===== src/hdl/thdl_pkg.sv =====
// Shared types and constants for the token hash dictionary lookup unit.
package thdl_pkg;

  localparam int KEY_W  = 32;
  localparam int BYTE_W = 8;
  localparam int IDX_W  = 8;
  localparam int OP_W   = 2;
  localparam int STAT_W = 2;

  localparam logic [KEY_W-1:0] HASH_PRIME = 32'h0100_0193;

  // request kinds carried in tuser
  typedef enum logic [OP_W-1:0] {
    OP_BYTE      = 2'd0,
    OP_FIND_HASH = 2'd1,
    OP_FIND_OFFS = 2'd2,
    OP_APPEND    = 2'd3
  } op_t;

  // result status carried in tuser
  typedef enum logic [STAT_W-1:0] {
    STAT_FOUND = 2'd0,
    STAT_MISS  = 2'd1,
    STAT_FULL  = 2'd2
  } status_t;

  // control broadcast to every cell of the entry chain
  typedef struct packed {
    logic push;    // shift toward older cells, new entry enters cell 0
    logic rotate;  // shift toward cell 0, cell 0 wraps to the far end
  } cell_ctl_t;

endpackage


===== src/hdl/thdl_hash.sv =====
// Token hash accumulator: zero-based FNV-1a fold with zero-byte termination.
module thdl_hash
  import thdl_pkg::*;
(
  input  logic              clk,
  input  logic              rst_n,
  input  logic              byte_en,
  input  logic [BYTE_W-1:0] byte_value,
  input  logic              last_byte,
  output logic [KEY_W-1:0]  hash_value
);

  logic [KEY_W-1:0] acc_r;
  logic [KEY_W-1:0] acc_nxt;
  logic             ended_r;
  logic             ended_nxt;
  logic [KEY_W-1:0] mixed;
  logic             zero_byte;

  assign zero_byte = (byte_value == '0);
  assign mixed     = acc_r ^ KEY_W'(byte_value);

  // fold the byte in unless the token already hit its terminator
  always_comb begin
    if (!ended_r && !zero_byte) begin
      hash_value = KEY_W'(mixed * HASH_PRIME);
    end else begin
      hash_value = acc_r;
    end
  end

  // clear after the last byte, otherwise keep the running hash
  always_comb begin
    acc_nxt   = acc_r;
    ended_nxt = ended_r;
    if (byte_en) begin
      if (last_byte) begin
        acc_nxt   = '0;
        ended_nxt = 1'b0;
      end else begin
        acc_nxt   = hash_value;
        ended_nxt = ended_r | zero_byte;
      end
    end
  end

  always_ff @(posedge clk) begin
    if (!rst_n) begin
      acc_r   <= '0;
      ended_r <= 1'b0;
    end else begin
      acc_r   <= acc_nxt;
      ended_r <= ended_nxt;
    end
  end

endmodule


===== config.mk =====
export PLATFORM = sky130hd
export DESIGN_NAME = thdl_hash
export DESIGN_NICKNAME = d
export VERILOG_FILES = /design/src/hdl/thdl_pkg.sv /design/src/hdl/thdl_hash.sv
export SDC_FILE = /design/constraint.sdc
export NUM_CORES = 1
export LEC_CHECK = 0
export ABC_CLOCK_PERIOD_IN_PS = 9200
export BUFFER_PORTS_ARGS = -buffer_cell sky130_fd_sc_hd__clkbuf_2
export CAP_MARGIN = 0
export CORE_ASPECT_RATIO = 0.7
export CORE_MARGIN = 4
export CORE_UTILIZATION = 45
export CTS_CLUSTER_DIAMETER = 30
export DETAILED_ROUTE_END_ITERATION = 10
export HOLD_SLACK_MARGIN = 0.08
export SYNTH_ARGS = -nofsm -noshare
export SYNTH_HDL_FRONTEND = slang
export SYNTH_SLANG_ARGS = --single-unit

===== constraint.sdc =====
create_clock -name clk -period 9.2 [get_ports clk]
set_clock_uncertainty 0.2 [all_clocks]
set_input_delay 1.84 -clock clk [delete_from_list [all_inputs] [get_ports clk]]
set_output_delay 1.84 -clock clk [all_outputs]
set_load 0.02 [all_outputs]

* Word level (Yosys, flattened, before mapping)
Index checks and enable logic that the tools add are counted.
Word-level totals: flip-flop bits (word level) 33, output and inout bits 32, word-level logic and storage cells 12
Cells by class: multipliers 1, muxes and demuxes 3, bitwise logic cells 2, reductions and logical operators 4
Operator list (count):
- 32-bit two-way mux | 2
- 32-bit by 25-bit multiplier with 32-bit output (second input constant) | 1
- 32-bit by 8-bit XOR with 32-bit output | 1
- 8-bit logical NOT | 1
- 1-bit logical NOT | 2
- 1-bit logical AND | 1
- 1-bit two-way mux | 1
- 1-bit bitwise OR | 1

* Logic depth before layout (Yosys ltp)
depth in word-level cells 5, gate-level depth with buffers 21, gate-level depth less buffers 21

* Worst setup path before layout
Ideal clock, no wire load.
path type in2out, start in byte_value[6], end out hash_value[24], data arrival time 6977 ps, path slack 183 ps, stages on the path 19, buffers on the path 0, cells stage by stage xor2_1 ha_1 ha_1 fa_1 ha_1 fa_1 ha_1 inv_1 fa_1 inv_1 ha_1 a21o_1 a21o_2 a21oi_1 o211ai_2 a311oi_1 a21oi_1 xnor2_1 o21ai_0
On the way: cells in the longest elaborated chain, start to end 4, elaborated cells on any way between the ends 6, those cells by class mul (1); mux (1); bitwise (1); reduce/logical (3)
RTL lines:
- start: declaration | line thdl_hash.sv:8 | input logic [BYTE_W-1:0] byte_value,
- parallel branches: the longest is 3 deep, another holds 32-bit by 25-bit multiplier with 32-bit output
- 32-bit two-way mux * | line thdl_hash.sv:25 | if (!ended_r && !zero_byte) begin
- end: declaration | line thdl_hash.sv:10 | output logic [KEY_W-1:0] hash_value
Mark *: on every way between the ends.

* Worst setup path after layout
start in byte_value[7], end out hash_value[22]
The elaborated chain is that of the path after synthesis.

==> out/qor.txt <==
Status - finished clean
Post-Syn Area - 0.00722 mm2
WS Path Type - in2out
Setup slack after layout - 0.182 ns
First-pass GRT wire length - 30400 um
Vias in the first global route - 5668
# port buffers - 43
First-pass DRT Iterations - 4
Post-Route WL - 18700 um
WL/cell - 17.4 um
Initial core utilization - 0.463
Core Area - 0.0156 mm2
Register area share after synthesis - 0.0915
Critical Path Sink Type - primary output
WP data required - 7.16 ns
Synth area leaders - ha_1 (32%), fa_1 (21%), dfxtp_1 (9.2%)
Top_reg_cell synth - dfxtp_1
Total GRT Usage - 0.214
TritonCTS clock tree - yes
Area growth, synth to finish - 13.3%
Antenna diode count - 0
Hold buffer count at cts - 0
Synth top area share - 0.319
Num CTS Buffers - 5
Clock latency on the worst-skew pair - 0.29 ns
Max-slew headroom - 0.600
GRT met1 Usage - 0.336
Die Ht - 114 um
Vias per inst - 5.15
Dpl hpwl - 15700 um
Crit path time final - 9.02 ns
# rows - 38
Iteration-0 DRC Markers - 384
ANT nets after route - 0
Total number of vias - 5531
Synth cell count leaders - ha_1 (184), inv_1 (162), fa_1 (74)
Clock root cell - clkbuf_16
Number of nets in the layout - 1144
Final setup viols - 0
Post-synth top area cell - ha_1
Least-Margin Pin Slew - 0.596 ns
CTS Sinks - 33
I/O pin count - 44
Met2 Track Usage GR - 0.325
Unique masters post-synth - 56
Final Max Slew Viols - 0
Initial antenna violation count - 0
Gr ovfl total - 0
Clk slew on worst S/H paths - 0.06 ns
Seq cells post-synth - 33
Post-Place Setup Slack - -0.146 ns
# DRC - 0
Top Usage Layer GRT - met1
Bufs on Longest Clock Path - 2
Ys async rst share - 0
Final hold vios - 0
Max-cap violations - 0
Die width - 159 um
Hold WC Path Type - reg2reg
CP Launch Type - input pin
Mean post-synth cell area - 8.93 um2
Period Utilization, post-route - 0.980
Layout cells sized above 1 - 0.127
Count leader, synth - ha_1
Die footprint - 0.0182 mm2
CTS H-Tree Depth - 2
Fillers - 1482
Crit-path max FO - 4
Yosys warnings - 0
Net Count, Synth - 1078
Largest net degree at the start of global routing - 42
Number of synthesized flops with an enable pin - 0
RePlAce Congestion - 0.888
Met3 Use GR - 0.0307
Cells after Synth - 808
Fmax - 111 MHz
CP arrival - 6.98 ns
## final timing paths
check           startpoint              to  slack, ns  depth (start not counted)
max          byte_value[7]  hash_value[22]       0.18                         22
min              acc_r[28]       acc_r[28]       0.32                          2
max reg2reg       acc_r[6]       acc_r[22]       3.50                         20
min reg2reg      acc_r[28]       acc_r[28]       0.32                          2
## worst max-delay path: stages
cell,delay [ns]
clkbuf_2,0.12
xnor2_2,0.18
inv_1,0.11
ha_1,0.31
ha_1,0.31
fa_1,0.44
ha_1,0.22
fa_1,0.48
ha_1,0.29
inv_1,0.05
fa_1,0.52
inv_1,0.04
ha_1,0.30
a21o_1,0.16
a21o_2,0.24
a21oi_2,0.23
o211ai_4,0.17
a311oi_2,0.32
buf_4,0.17
xor2_2,0.19
o21ai_0,0.12
clkbuf_2,0.18
## stage by stage
stage,cell area [um2],instances,hold slack [ns],utilization,setup TNS [ns]
after floorplan,7220,808,0.275,-,0
after global placement,7800,1062,0.318,0.500,-0.468
after detailed placement,7800,1062,0.324,0.500,-0.394
after CTS,8000,1070,0.334,0.513,0
after global routing,8180,1075,0.361,0.524,-0.0733
final,8180,1075,0.321,0.524,0
## cell families after synthesis
group / after synthesis / share of synthesized area
multiplexers: 2 / 0.00277
flip-flops: 33 / 0.0915
buffers and inverters: 175 / 0.0925
adder cells (fa/ha/maj): 258 / 0.524
XOR/XNOR: 50 / 0.0607
AO/OA/AOI/OAI: 142 / 0.125
AND/OR/NAND/NOR: 148 / 0.103
## cells in the final DEF, fill, tap and decap left out, types with 3 or more instances in the layout
cell type,instances
buf_4,29
xor2_1,12
a21oi_2,4
inv_1,162
a21o_1,11
xor2_2,5
clkbuf_16,5
nand2_1,62
nor2b_1,37
nor2_1,14
a211oi_1,5
o21bai_1,4
ha_1,183
a22o_1,4
o21ai_1,5
o21ai_0,43
xnor2_1,30
fa_1,74
o21a_1,6
nor4_1,4
and2_1,4
nand2b_1,6
a21oi_1,33
dfxtp_1,33
nand3_1,3
clkbuf_2,42
## flip-flops by register name, summed over array words and instances (netlist names)
register  cells
acc_r        32
ended_r       1
## per-layer routing
layer | vias up | wire length [um]
met5 | - | 0
met2 | 122 | 7570
met3 | 9 | 966
li1 | 2791 | -
met1 | 2609 | 10000
met4 | 0 | 70
## layout make-up
cell class | instances | area (um2) | area share
multi-input cells | 600 | 6070 | 0.742
flip-flops and latches | 33 | 661 | 0.0808
inverters | 162 | 608 | 0.0744
repair buffers | 72 | 433 | 0.0529
well taps | 200 | 250 | 0.0306
clock buffers | 7 | 153 | 0.0187
clock inverters | 1 | 5.00 | 0.000612
## repair_timing
action | 4_1_cts | 5_1_grt
gates resized for setup | 4 | 23
setup endpoints to repair | 5 | 13
hold endpoints to repair | 0 | 0
setup buffers | 0 | 5
pin swaps | 0 | 6
Power is left out: the tool's default activity adds up to more than one toggle a clock period on the data nets, which glitch-free logic cannot reach.
