--- config.mk ---
export PLATFORM = sky130hd
export DESIGN_NAME = thdl_cell
export DESIGN_NICKNAME = d
export VERILOG_FILES = /design/src/hdl/thdl_pkg.sv /design/src/hdl/thdl_cell.sv
export SDC_FILE = /design/constraint.sdc
export NUM_CORES = 1
export LEC_CHECK = 0
export BUFFER_PORTS_ARGS = -buffer_cell sky130_fd_sc_hd__buf_2
export CAP_MARGIN = 20
export CELL_PAD_IN_SITES_DETAIL_PLACEMENT = 1
export CELL_PAD_IN_SITES_GLOBAL_PLACEMENT = 1
export CORE_MARGIN = 3
export CORE_UTILIZATION = 32
export DETAILED_ROUTE_END_ITERATION = 16
export PLACE_DENSITY_LB_ADDON = 0.12
export SYNTH_ARGS = -nofsm -noshare
export SYNTH_HDL_FRONTEND = slang
export SYNTH_SLANG_ARGS = --single-unit
--- constraint.sdc ---
create_clock -name clk -period 2.5 [get_ports clk]
set_input_delay 0.125 -clock clk [delete_from_list [all_inputs] [get_ports clk]]
set_output_delay 0.125 -clock clk [all_outputs]
set_load 0.05 [all_outputs]
--- src/hdl/thdl_pkg.sv ---
// Shared types and constants for the token hash dictionary lookup unit.
package thdl_pkg;

  localparam int KEY_W  = 32;
  localparam int BYTE_W = 8;
  localparam int IDX_W  = 8;
  localparam int OP_W   = 2;
  localparam int STAT_W = 2;

  localparam logic [KEY_W-1:0] HASH_PRIME = 32'h0100_0193;

  // request kinds carried in tuser
  typedef enum logic [OP_W-1:0] {
    OP_BYTE      = 2'd0,
    OP_FIND_HASH = 2'd1,
    OP_FIND_OFFS = 2'd2,
    OP_APPEND    = 2'd3
  } op_t;

  // result status carried in tuser
  typedef enum logic [STAT_W-1:0] {
    STAT_FOUND = 2'd0,
    STAT_MISS  = 2'd1,
    STAT_FULL  = 2'd2
  } status_t;

  // control broadcast to every cell of the entry chain
  typedef struct packed {
    logic push;    // shift toward older cells, new entry enters cell 0
    logic rotate;  // shift toward cell 0, cell 0 wraps to the far end
  } cell_ctl_t;

endpackage

--- src/hdl/thdl_cell.sv ---
// One dictionary entry cell: holds a key and a code offset, takes a neighbor's entry.
module thdl_cell
  import thdl_pkg::*;
(
  input  logic             clk,
  input  cell_ctl_t        ctl,
  input  logic [KEY_W-1:0] up_key,
  input  logic [KEY_W-1:0] up_offset,
  input  logic [KEY_W-1:0] dn_key,
  input  logic [KEY_W-1:0] dn_offset,
  output logic [KEY_W-1:0] key,
  output logic [KEY_W-1:0] offset
);

  logic [KEY_W-1:0] key_r;
  logic [KEY_W-1:0] offset_r;

  // take the newer neighbor on push, the older neighbor on rotate, else hold
  always_ff @(posedge clk) begin
    if (ctl.push) begin
      key_r    <= up_key;
      offset_r <= up_offset;
    end else if (ctl.rotate) begin
      key_r    <= dn_key;
      offset_r <= dn_offset;
    end
  end

  assign key    = key_r;
  assign offset = offset_r;

endmodule

# Word-level counts from Yosys, hierarchy flattened
# Index checks and enable logic that the tools add are counted.
# word_totals
input_bits	131
word_cells	7
ff_bits	64
output_inout_bits	64
# op_classes
n_mux	4
reduce_logical	1
# op_table
cell	count
two-way mux 32 bit	4
nonzero test 2 bit	1

# Logic depth before layout (Yosys ltp)
# Gate-level depths: netlist of run 1.
# logic_depth
depth_word	2
depth_mapped	3
mapped_depth_nobuf	1

# Worst setup path after synthesis of run 1
# No wires, ideal clock.
# synth_timing
path_kind	input to register
start	input ctl[1] (netlist bit)
end	register key_r[0], in the netlist key[0], enable pin
arrival_ns	1.874
setup_slack_ns	0.201
path_buffers	2
setup_time_ns	0.426
t_required_ns	2.074
stages	3
cell_sequence	buf_6 -> buf_6 -> or2_1
# synth_between
elab_chain_len	1
# synth_rtl
element	line	text
start: declaration	thdl_cell.sv:6	input cell_ctl_t ctl,
nonzero test 2 bit (no line)	n/a	
end signal: assignment	thdl_cell.sv:21	key_r <= up_key;
end signal: assignment	thdl_cell.sv:24	key_r <= dn_key;
end: declaration	thdl_cell.sv:15	logic [KEY_W-1:0] key_r;
# No other way between the ends.
# A chain may end at the register's enable or synchronous reset.

# Final worst setup path of run 1
# layout_timing
start	input ctl[1] (netlist bit)
end	register offset_r[28], in the netlist offset[28], enable pin
# layout_between
elab_chain_len	1
# layout_rtl
element	line	text
nonzero test 2 bit (no line)	n/a	
end signal: assignment	thdl_cell.sv:22	offset_r <= up_offset;
end signal: assignment	thdl_cell.sv:25	offset_r <= dn_offset;
end: declaration	thdl_cell.sv:16	logic [KEY_W-1:0] offset_r;
# No other way between the ends.

==> key figures, run 1 <==
Placement
  – IO buf count: 194
  – Final HPWL from detailed placement: 6070 um
  – Placed Instance Area: 3980 um^2
  – GP Congestion: 0.716

Global routing
  – Most congested layer reported by global routing: met2
  – Antenna violations before repair: 0
  – Maximum number of pins on one net before global-route repair: 42
  – Number of global-route vias before repair: 2085
  – Global routing usage on met3: 3.99%
  – Met2 layer usage reported by global route: 27.5%
  – Global-route track usage on met1: 14.8%
  – Overflow left after global routing: 0
  – Overall track demand over capacity in global routing: 14.5%
  – Wire length of the first global-routing pass: 11100 um

Synthesis
  – Post-Synthesis Net Count: 267
  – Synthesis-stage register bit count: 64
  – Average cell area after synthesis: 21.4 um^2
  – Portion of synthesized cell area occupied by the leading cell type: 66.1%
  – Top cells by area, synth: edfxtp_1 66%, mux2_4 25%, mux2_2 5.8%
  – Post-synthesis instance area: 2910 um^2
  – Post-synthesis cell type count: 6
  – Syn Inst Count: 136
  – Largest area contributor in the netlist: edfxtp_1
  – Synth warnings: 0
  – Sequential-to-total area share from yosys stat: 66.1%

Route
  – TritonRoute pass-1 iters: 3
  – Post-DRT Antenna Nets: 0
  – Routed WL: 7670 um
  – Ratio of routed vias to standard cells: 4.38
  – Vias: 1977
  – Initial DRC count: 48
  – Wire per inst: 17.0 um
  – Count of unresolved DRC violations after routing: 0

Clock tree
  – Master cell of the clock root buffer: clkbuf_8
  – # H-tree levels: 3
  – TritonCTS clock tree: yes
  – Post-cts resize count: 0
  – Clock input transition at the sequential cells of the worst setup and hold paths: 70 ps
  – Maximum count of clock buffers along a single path: 2
  – Clock sinks: 64
  – Number of setup buffers added after CTS: 0
  – Number of CTS-inserted buffers: 9
  – Quantity of hold-fixing buffers added after cts: 0

STA
  – Post-route clock period utilization: 49.7%
  – Transition time at the pin with the least slew margin: 533 ps
  – Unrepaired setup endpoints after global routing: false
  – Relative slew slack: 64.5%
  – Achievable clock frequency: 805 MHz
  – Setup_tns: 0 ps
  – Final hold violations: 0
  – Final count of pins violating max slew: 0
  – Final critical path time including I/O delays and setup: 1240 ps
  – Final setup violation count: 0

Final layout
  – Fill cell count: 953
  – Final standard cell area without fillers: 4140 um^2
  – Number of diodes added for antenna fixing: 0
  – Layout cell share with drive strength beyond 1: 80.2%
  – Count of nets after finishing: 469
  – Synth-to-Final Area Change: 42.5%

Worst setup path
  – Arrival time reported for the critical path endpoint: 1200 ps
  – CP Max Fanout: 41
  – Worst Setup Path Type: in2reg
  – Start point of the critical path: ctl[1]
  – Critical path startpoint category: input pin
  – Timing endpoint of the critical path: offset[28]
  – Worst setup EP type: flop
  – Data required time of the critical path: 2460 ps

Power
  – Part of the power in the clock network: 25.3%
  – Leak pwr: 0.00198 uW
  – Internal power: 1930 uW
  – Power density over cell area: 700 nW/um^2
  – Total design power: 2900 uW
  – Sw frac: 33.3%
  – Maximum VDD drop: 0.209 mV
  – Combinational group share of total power: 28.4%
  – Share of total power in sequential cells: 46.4%
  – Reported net switching power: 965 uW

Die
  – Die Outline Area: 10300 um^2
  – Die width: 101 um
  – Core area: 8760 um^2
  – Core Rows: 34
  – Starting Density: 33.2%
  – Vertical die dimension: 101 um
  – I/O Pins: 195

Flow run
  – Count of maximum capacitance violations: 0

Hold path
  – Hold crit path type: in2reg

Status
  – Status: completed
## layer usage
metal | wire (um) | vias up | share of wire (%)
met5 | 0 | - | 0
met4 | 82 | 0 | 1.1
met3 | 660 | 6 | 8.6
met2 | 4370 | 92 | 57
met1 | 2550 | 942 | 33
li1 | - | 937 | -
## power groups by stage
stage	registers, uW	clock network (uW)	logic [uW]
floorplan	1800	0	167
global placement	1360	0	824
detailed placement	1370	0	832
CTS	1350	771	834
global route	1360	810	860
finish	1340	732	822
## flip-flops by register name, indices dropped and copies added, names as in the netlist
name / count
key: 32
offset: 32
## cell usage after synthesis
library cell and number:
mux2_2 15, buf_2 1, buf_6 6, or2_1 1
mux2_4 49, edfxtp_1 64
## worst min path at each step
stage | start | endpoint | cells after the start
final | up_key[22] | key[22] | 2
after global routing | dn_key[16] | key[16] | 2
after CTS | up_key[24] | key[24] | 2
after detailed placement | up_key[24] | key[24] | 2
after global placement | up_offset[19] | offset[19] | 2
after floorplan | up_key[0] | key[0] | 1
## layout by cell type (no fill, tap or decap), types with 2 or more instances in the layout
cell and instances:
buf_2 193, mux2_4 49, edfxtp_1 64, clkbuf_1 3, mux2_2 15, clkbuf_8 9, buf_4 4, clkinv_2 2
## critical path, stage by stage
cell	delay [ps]
buf_4	390
or2_2	210
buf_4	450
## through the flow
stage	setup WS (ps)	instances	hold WS, ps	utilization (%)
floorplan	201	136	342	-
global placement	920	435	426	45.5
detailed placement	898	435	429	45.5
CTS	1260	451	68.7	47.2
global route	1170	451	82.1	47.2
finish	1260	451	93.1	47.2
## kinds of logic after synthesis
kind of cell,count (synthesis),synth area share (%)
buf+inv,7,2.50
flops,64,66.1
simple gates,1,0.215
mux,64,31.1
## layout make-up
cell class | count | area, um^2 | area share, %
clock buffers | 12 | 135 | 3.26
repair buffers | 198 | 1020 | 24.5
clock inverters | 4 | 21.3 | 0.514
well taps | 108 | 135 | 3.26
multi-input cells | 65 | 911 | 22.0
flip-flops and latches | 64 | 1920 | 46.4
Note: power is estimated with default switching activity, not from simulation.
==> run 2: changes to the inputs <==
==> constraint.sdc (replaced) <==
create_clock -name clk -period 1.2 [get_ports clk]
set_input_delay 0.06 -clock clk [delete_from_list [all_inputs] [get_ports clk]]
set_output_delay 0.06 -clock clk [all_outputs]
set_load 0.05 [all_outputs]
==> key figures, run 2 (synthesis results as in run 1) <==
Global routing
  – Overflow left after global routing: 0 (unchanged)
  – Overall track demand over capacity in global routing: 13.7% (was 14.5%)
  – Wire length of the first global-routing pass: 10300 um (was 11100 um)
  – Antenna violations before repair: 0 (unchanged)
  – Maximum number of pins on one net before global-route repair: 39 (was 42)
  – Number of global-route vias before repair: 2039 (was 2085)

Die
  – I/O Pins: 195 (unchanged)
  – Core area: 8760 um^2 (unchanged)
  – Die width: 101 um (unchanged)
  – Starting Density: 33.2% (unchanged)
  – Vertical die dimension: 101 um (unchanged)
  – Core Rows: 34 (unchanged)
  – Die Outline Area: 10300 um^2 (unchanged)

Route
  – Wire per inst: 16.1 um (was 17.0 um)
  – Routed WL: 7360 um (was 7670 um)
  – Vias: 1978 (was 1977)
  – Count of unresolved DRC violations after routing: 0 (unchanged)
  – Ratio of routed vias to standard cells: 4.34 (was 4.38)
  – Initial DRC count: 31 (was 48)
  – TritonRoute pass-1 iters: 4 (was 3)
  – Post-DRT Antenna Nets: 0 (unchanged)

Clock tree
  – TritonCTS clock tree: yes (unchanged)
  – Maximum count of clock buffers along a single path: 2 (unchanged)
  – Master cell of the clock root buffer: clkbuf_8 (unchanged)
  – Clock input transition at the sequential cells of the worst setup and hold paths: 70 ps (about the same)
  – Clock sinks: 64 (unchanged)
  – # H-tree levels: 3 (unchanged)
  – Number of CTS-inserted buffers: 9 (unchanged)

STA
  – Relative slew slack: 81.9% (was 64.5%)
  – Final critical path time including I/O delays and setup: 1020 ps
  – Hold Worst Slack: 22.3 ps (was 93.1 ps)
  – Unrepaired setup endpoints after global routing: false (unchanged)
  – Post-route clock period utilization: 85.1%
  – Final count of pins violating max slew: 0 (unchanged)
  – Achievable clock frequency: 979 MHz
  – Final hold violations: 0 (unchanged)
  – Minimum setup slack in the final design: 179 ps (was 1260 ps)
  – Final setup violation count: 0 (unchanged)
  – Transition time at the pin with the least slew margin: 273 ps (was 533 ps)

Worst setup path
  – Data required time of the critical path: 1140 ps (was 2460 ps)
  – CP Max Fanout: 1 (was 41)
  – Cell with the largest stage delay on the worst path: edfxtp_1 (was buf_4)
  – Worst Setup Path Type: reg2out (was in2reg)
  – Bufs and invs on worst path: 1 (was 2)
  – Dominant delay contributor by cell family on the critical path: flip-flops (was buffers and inverters)
  – Arrival time reported for the critical path endpoint: 960 ps (was 1200 ps)
  – Critical path startpoint category: flop (was input pin)
  – Peak per-stage delay on the critical path: 400 ps (was 450 ps)
  – Sequence of cells on the critical path: buf_2 (was buf_4, or2_2, buf_4)
  – Worst setup EP type: output pin (was flop)

Placement
  – IO buf count: 194 (unchanged)
  – Final HPWL from detailed placement: 5850 um (was 6070 um)
  – Worst setup slack after placement: 90.7 ps (was 898 ps)
  – GP Congestion: 0.693 (was 0.716)

Final layout
  – Commonest non-fill, non-tap cell in the layout: buf_2 (unchanged)
  – Number of diodes added for antenna fixing: 0 (unchanged)
  – Layout cell share with drive strength beyond 1: 79.0% (was 80.2%)
  – Most frequent cells in the layout: 193 x buf_2, 64 x edfxtp_1, 49 x mux2_4 (unchanged)
  – Count of nets after finishing: 474 (was 469)
  – Core utilization of the finished layout: 48.2% (was 47.2%)
  – Synth-to-Final Area Change: 45.4% (was 42.5%)

Status
  – Status: completed (unchanged)

Hold path
  – Hold crit path type: in2reg (unchanged)

Power
  – Leak pwr: 0.00202 uW (was 0.00198 uW)
  – Total design power: 6030 uW (was 2900 uW)
  – Power density over cell area: 1430 nW/um^2 (was 700 nW/um^2)
  – Maximum VDD drop: 0.528 mV (was 0.209 mV)

Flow run
  – Count of maximum capacitance violations: 0 (unchanged)
[run 2: where the power goes]
part	internal, uW	switching [uW]	leakage (uW)	total [uW]
registers	2740	56.4	0.000652	2800
clock network	706	787	0.0000804	1490
logic	572	1170	0.00129	1740
total	4020	2010	0.00202	6030
[run 2: cell type report]
class	count	area, um^2
clock inverter	7	28.8
multi-input combinational	65	913
tap	108	135
timing repair buffer	203	1100
sequential	64	1920
clock buffer	9	124
fill	935	4540
[run 2: per-stage QoR]
stage	std cells	area, um^2	TNS [ps]
after floorplan	136	2930	-1660
final	456	4220	0
after CTS	452	4180	0
after global placement	436	4030	0
after detailed placement	436	4030	0
after global routing	456	4220	0
[run 2: what timing repair did]
| item | 4_1_cts | 5_1_grt |
|---|---|---|
| endpoints found under the hold margin | 0 | 3 |
| setup buffers | 0 | 0 |
| hold buffers | 0 | 4 |
| resized for setup | 0 | 0 |
[run 2: path summary, 6_finish.rpt]
path | from | to | cells after the start
worst max-delay path | key[28] | key[28] | 1
worst min-delay path | dn_offset[20] | offset[20] | 2
[run 2: routing by layer]
metal / global-route usage [%] / up-vias / part of all wire, % / wire length (um)
li1: - / 947 / - / -
met1: 12.6 / 923 / 32 / 2370
met2: 26.3 / 100 / 57 / 4180
met3: 5.03 / 8 / 9.9 / 727
met4: 6.44 / 0 / 1.1 / 80
met5: 0 / - / 0 / 0
